### src/hdl/pidc_pkg.sv
// Shared types and constants for the PID position controller.
// Used by pidc_ctrl, pidc_datapath and the pid_position_controller top level.
package pidc_pkg;

  // Field widths.
  localparam int POS_W    = 24;  // Q16.8 positions, limits and drive
  localparam int GAIN_W   = 16;  // unsigned Q8.8 gains
  localparam int ERR_W    = 25;  // target minus measurement
  localparam int INTEG_W  = 16;  // signed Q8.8 integral
  localparam int DERIV_W  = 31;  // measurement delta times 50
  localparam int MUL_B_W  = 31;  // widest operand of the gain multiplier
  localparam int PROD_W   = 48;  // gain times operand, Q.16
  localparam int TERM_W   = 40;  // one product floored to Q.8
  localparam int ACC_W    = 42;  // sum of three terms
  localparam int DIV_U_W  = 26;  // biased dividend for the divide by 50
  localparam int RECIP_W  = 27;
  localparam int DIV_P_W  = DIV_U_W + RECIP_W;
  localparam int DIV_Q_W  = 20;
  localparam int INTSUM_W = 22;
  localparam int IDX_W    = 3;

  // Divide by 50: bias the dividend by 50 * 2^19 so that it is never negative,
  // multiply by floor(2^32 / 50), then correct the quotient by at most one.
  localparam logic [RECIP_W-1:0]  RECIP_50 = 27'd85899345;
  localparam logic [RECIP_W-1:0]  DIV_BIAS = 27'd26214400;
  localparam logic [DIV_Q_W:0]    Q_BIAS   = 21'd524288;
  localparam logic [DIV_U_W-1:0]  DIVISOR  = 26'd50;

  localparam logic signed [INTSUM_W-1:0] INTEG_LIMIT = 22'sd12800;
  localparam logic signed [INTEG_W-1:0]  INTEG_MAX   = 16'sd12800;
  localparam logic signed [INTEG_W-1:0]  INTEG_MIN   = -16'sd12800;
  localparam logic signed [POS_W-1:0]    MIN_MAG     = 24'sd7680;

  localparam logic signed [POS_W-1:0] OUT_MIN_RST = -24'sd32512;
  localparam logic signed [POS_W-1:0] OUT_MAX_RST = 24'sd32512;

  typedef enum logic [IDX_W-1:0] {
    REG_GAIN_P  = 3'd0,
    REG_GAIN_I  = 3'd1,
    REG_GAIN_D  = 3'd2,
    REG_OUT_MIN = 3'd3,
    REG_OUT_MAX = 3'd4
  } pidc_reg_e;

  typedef enum logic [1:0] {
    MUL_P = 2'd0,
    MUL_I = 2'd1,
    MUL_D = 2'd2
  } pidc_mul_sel_e;

  typedef struct packed {
    logic          load;       // capture the item
    logic          div_mul;    // reciprocal multiply, derivative scale
    logic          div_fix;    // quotient correction
    logic          integ_upd;  // integral update and clamp
    logic          prod_en;    // gain multiplier result register enable
    pidc_mul_sel_e mul_sel;
    logic          acc_init;   // accumulator takes the first term
    logic          acc_add;    // accumulator adds a term
    logic          res_load;   // output register takes the result
  } pidc_cmd_t;

endpackage

### src/hdl/pidc_ctrl.sv
// Sequencer for the PID step: walks the datapath through one item.
// Depends on pidc_pkg for the command struct.
module pidc_ctrl import pidc_pkg::*; (
  input  logic      clk_i,
  input  logic      rst_ni,
  input  logic      in_valid_i,
  output logic      in_ready_o,
  output logic      out_valid_o,
  input  logic      out_ready_i,
  output pidc_cmd_t cmd_o
);

  typedef enum logic [6:0] {
    S_IDLE = 7'b0000001,
    S_DIV  = 7'b0000010,
    S_FIX  = 7'b0000100,
    S_INT  = 7'b0001000,
    S_MULI = 7'b0010000,
    S_ACCI = 7'b0100000,
    S_OUT  = 7'b1000000
  } pidc_state_e;

  pidc_state_e state_q, state_d;
  logic        out_valid_q, out_valid_d;
  logic        out_free;

  assign out_free    = !out_valid_q || out_ready_i;
  assign in_ready_o  = (state_q == S_IDLE);
  assign out_valid_o = out_valid_q;

  always_comb begin
    state_d = state_q;
    cmd_o   = '0;
    cmd_o.mul_sel = MUL_P;
    case (state_q)
      S_IDLE: begin
        if (in_valid_i) begin
          cmd_o.load = 1'b1;
          state_d    = S_DIV;
        end
      end
      S_DIV: begin
        cmd_o.div_mul = 1'b1;
        cmd_o.prod_en = 1'b1;
        cmd_o.mul_sel = MUL_P;
        state_d       = S_FIX;
      end
      S_FIX: begin
        cmd_o.div_fix  = 1'b1;
        cmd_o.prod_en  = 1'b1;
        cmd_o.mul_sel  = MUL_D;
        cmd_o.acc_init = 1'b1;
        state_d        = S_INT;
      end
      S_INT: begin
        cmd_o.integ_upd = 1'b1;
        cmd_o.acc_add   = 1'b1;
        state_d         = S_MULI;
      end
      S_MULI: begin
        cmd_o.prod_en = 1'b1;
        cmd_o.mul_sel = MUL_I;
        state_d       = S_ACCI;
      end
      S_ACCI: begin
        cmd_o.acc_add = 1'b1;
        state_d       = S_OUT;
      end
      S_OUT: begin
        if (out_free) begin
          cmd_o.res_load = 1'b1;
          state_d        = S_IDLE;
        end
      end
      default: begin
        state_d = S_IDLE;
      end
    endcase
  end

  always_comb begin
    out_valid_d = out_valid_q;
    if (cmd_o.res_load) begin
      out_valid_d = 1'b1;
    end else if (out_ready_i) begin
      out_valid_d = 1'b0;
    end
  end

  always_ff @(posedge clk_i or negedge rst_ni) begin
    if (!rst_ni) begin
      state_q     <= S_IDLE;
      out_valid_q <= 1'b0;
    end else begin
      state_q     <= state_d;
      out_valid_q <= out_valid_d;
    end
  end

  // A new result never overwrites one that is still waiting.
  a_no_overwrite: assert property (@(posedge clk_i) disable iff (!rst_ni)
    cmd_o.res_load |-> (!out_valid_q || out_ready_i))
    else $error("result loaded over a pending result");

  // An accepted item always starts the divide step next.
  a_accept_starts: assert property (@(posedge clk_i) disable iff (!rst_ni)
    (in_valid_i && in_ready_o) |=> (state_q == S_DIV))
    else $error("accepted item did not start the sequence");

  // Delivering a result frees the input side in the next cycle.
  a_ready_after_result: assert property (@(posedge clk_i) disable iff (!rst_ni)
    cmd_o.res_load |=> (in_ready_o && out_valid_o))
    else $error("block not ready after a result was loaded");

endmodule

### config.mk
export PLATFORM = sky130hd
export DESIGN_NAME = pidc_ctrl
export DESIGN_NICKNAME = d
export VERILOG_FILES = /design/src/hdl/pidc_pkg.sv /design/src/hdl/pidc_ctrl.sv
export SDC_FILE = /design/constraint.sdc
export NUM_CORES = 1
export LEC_CHECK = 0
export BUFFER_PORTS_ARGS = -buffer_cell sky130_fd_sc_hd__buf_4
export CAP_MARGIN = 20
export CORE_AREA = 2 2 39 41
export DETAILED_ROUTE_END_ITERATION = 6
export DIE_AREA = 0 0 41 43
export REMOVE_ABC_BUFFERS = 1
export SETUP_SLACK_MARGIN = 0.5
export SLEW_MARGIN = 10
export SYNTH_ARGS = -nofsm -noshare
export SYNTH_HDL_FRONTEND = slang
export SYNTH_SLANG_ARGS = --single-unit
### constraint.sdc
create_clock -name clk_i -period 4.4 [get_ports clk_i]
set_input_delay 0.88 -clock clk_i [delete_from_list [all_inputs] [get_ports clk_i]]
set_output_delay 0.88 -clock clk_i [all_outputs]
set_load 0.01 [all_outputs]
==> impl_metrics.toml <==
[setup_path]
r2r_cells = 4
rrSetupSlack_ns = 2.86
critPathArrivalTime_ns = 1.68
cp_data_required_time_ns = 3.52
r2r-end = "state_q[0]$_DFFE_PN1P_"
setup.worst_path.start = "state_q[4]$_DFFE_PN0P_"
startpoint_type = "flip-flop"
cp-end-kind = "output port"
r2r_start = "state_q[2]$_DFFE_PN0P_"
path_class = "reg2out"
crit_fanout = 8
setup.worst_path.end = "cmd_o[2]"

[power_and_ir_drop]
p_total_uw = 304
p_clk_share_pct = 19.5
swShare_pct = 38.0
p_per_area_nw_per_um2 = 502
intPower_uw = 189
p_sw_uw = 116
comb_power_share_pct = 42.0
leakage_nw = 0.301
p_seq_share_pct = 38.5
ir_drop_uv = 167

[logic_synthesis]
synth_seq_cells = 8
syn_inst = 50
synth_most_common_cell = "dfrtp_1"
synth_edf_count = 0
yosysTopAreaCell = "dfrtp_1"
synth.distinct_cells = 25
synthTopCellsByArea = "dfrtp_1 (36%), nor3b_1 (7.7%), nor4b_1 (7.2%)"
synthArstFlopShare_pct = 100
avgSynthCellArea_sq_um = 9.78
ys_seq_area_share_pct = 41.2
synthTopCellsByCount = "dfrtp_1 (7), nor2_1 (5), nor3b_1 (5), buf_4 (4), nor4b_1 (4)"
ys.flop_type = "dfrtp_1"
syn-cell-area_sq_um = 489
synth_top_area_share_pct = 35.8
synth-warning-count = 0

[floorplan]
std_cell_rows = 14
ios = 16
die_area_sq_um = 1760
start_util_pct = 35.4
die_y_um = 43
core_sq_um = 1380
die-width_um = 41

[grt]
grt_pass1_vias = 406
grt_pass1_wl_um = 1750
antenna_found_initial = 0
grt_max_degree = 10
grt_use_total_pct = 14.5
overflow = 0

[layout]
stdcell_count = 80
drive_above_1_share_pct = 34.4
syn2layout_area_growth_pct = 24.0
antennaDiodeCount = 0
final_cell_area_sq_um = 607
final_nets = 69

[timing]
fmax_mhz = 391
hold_viol_final = 0
maxSlewHeadroom_pct = 79.8
slew_viol_final = 0
grt_setup_unrepaired = "no"
setup_slack_ns = 1.84
skew_ns = 0.00115
min_period_ns = 2.56
post-route-period-util_pct = 58.2
setup_viol = 0
tightest_slew_ns = 0.303
fin_setup_tns_ns = 0

[placed_design]
dp_cells = 76
place_area_sq_um = 581
place_ws_ns = 2.07
finalWeightedCongestion = 0.732
hpwl_um = 719
portBuffers = 15

[worst_hold_path]
hold_class = "in2async"

[drt]
antenna_left = 0
viasPerCell = 5.09
wl_per_cell_um = 12.2
vias = 407
drt_iter0_drc = 12
drt_wl_total_um = 978
drc = 0
drt_first_pass_iters = 4

[clock_network]
path_clk_slew_ns = 0.05
postCtsSetupRepairBufs = 0
ctsHoldBuffers = 0
cts_buffer_depth = 2
clkLatencyLatePin_ns = 0.25
cts_tree = "yes"
post_cts_resize_count = 0
cts-buffers-inserted = 3
cts_max_level = 1
root_buffer = "clkbuf_4"
clock-sinks = 8

[job]
drv_cap = 0

[run_status]
status = "complete, no violations"
[power by group through the flow]
stage | clock network, mW | registers, mW | logic, mW
detailed placement | 0 | 0.118 | 0.129
finish | 0.0594 | 0.117 | 0.128
global placement | 0 | 0.117 | 0.127
CTS | 0.0630 | 0.117 | 0.129
global route | 0.0693 | 0.122 | 0.144
floorplan | 0 | 0.111 | 0.0829
[registers in the layout, summed over array words and instances (netlist names)]
name and cells:
state_q 7, out_valid_o 1
[worst min path at each step]
stage                     depth (start not counted)  slack (ns)                      to
after floorplan                                   2        0.52  state_q[0]$_DFFE_PN1P_
after global placement                            2        0.56  state_q[0]$_DFFE_PN1P_
after detailed placement                          2        0.57  state_q[0]$_DFFE_PN1P_
after CTS                                         1        0.43  state_q[6]$_DFFE_PN0P_
after global routing                              1        0.42  state_q[3]$_DFFE_PN0P_
final                                             1        0.44  state_q[6]$_DFFE_PN0P_
[layout make-up]
type                       count  area [sq um]
tap                           16          20.0
inverter                       1          3.75
multi-input combinational     36           243
sequential                     8           201
clock buffer                   4          26.3
timing repair buffer          15           113
fill                         137           777
[worst max-delay path, stage by stage, from the launching register on]
cell	delay (ns)
dfrtp_1	0.46
nor3_2	0.32
nand2_1	0.18
nor3b_1	0.30
buf_4	0.18
[per-stage QoR]
stage / hold slack, ns / util (%)
final: 0.437 / 43.9
after CTS: 0.429 / 43.9
after detailed placement: 0.572 / 42.0
after floorplan: 0.521 / -
after global placement: 0.560 / 42.0
after global routing: 0.423 / 43.9
[cell families after synthesis]
group,count (synthesis),synth area share (%)
compound gates,4,5.11
xor+xnor,2,3.58
buf+inv,6,9.21
flops,8,41.2
simple gates,30,40.9
[routing by layer]
layer / vias to the layer above / GRT usage (%) / wire (um)
met5: - / 0 / 0
met4: 0 / 8.00 / 0
met3: 0 / 3.66 / 42
met2: 13 / 21.3 / 499
met1: 189 / 18.7 / 436
li1: 205 / - / -
[placed cells by master, fill, tap and decap left out, types with 2 or more instances in the layout]
cell,netlist,layout
dfrtp_1,7,7
nand2_1,3,3
nor2b_1,3,3
nor2_1,5,5
buf_4,4,15
nor3b_1,5,5
nor4b_1,4,4
and2_1,2,2
clkbuf_4,0,3
(Power assumes the default switching activity.)
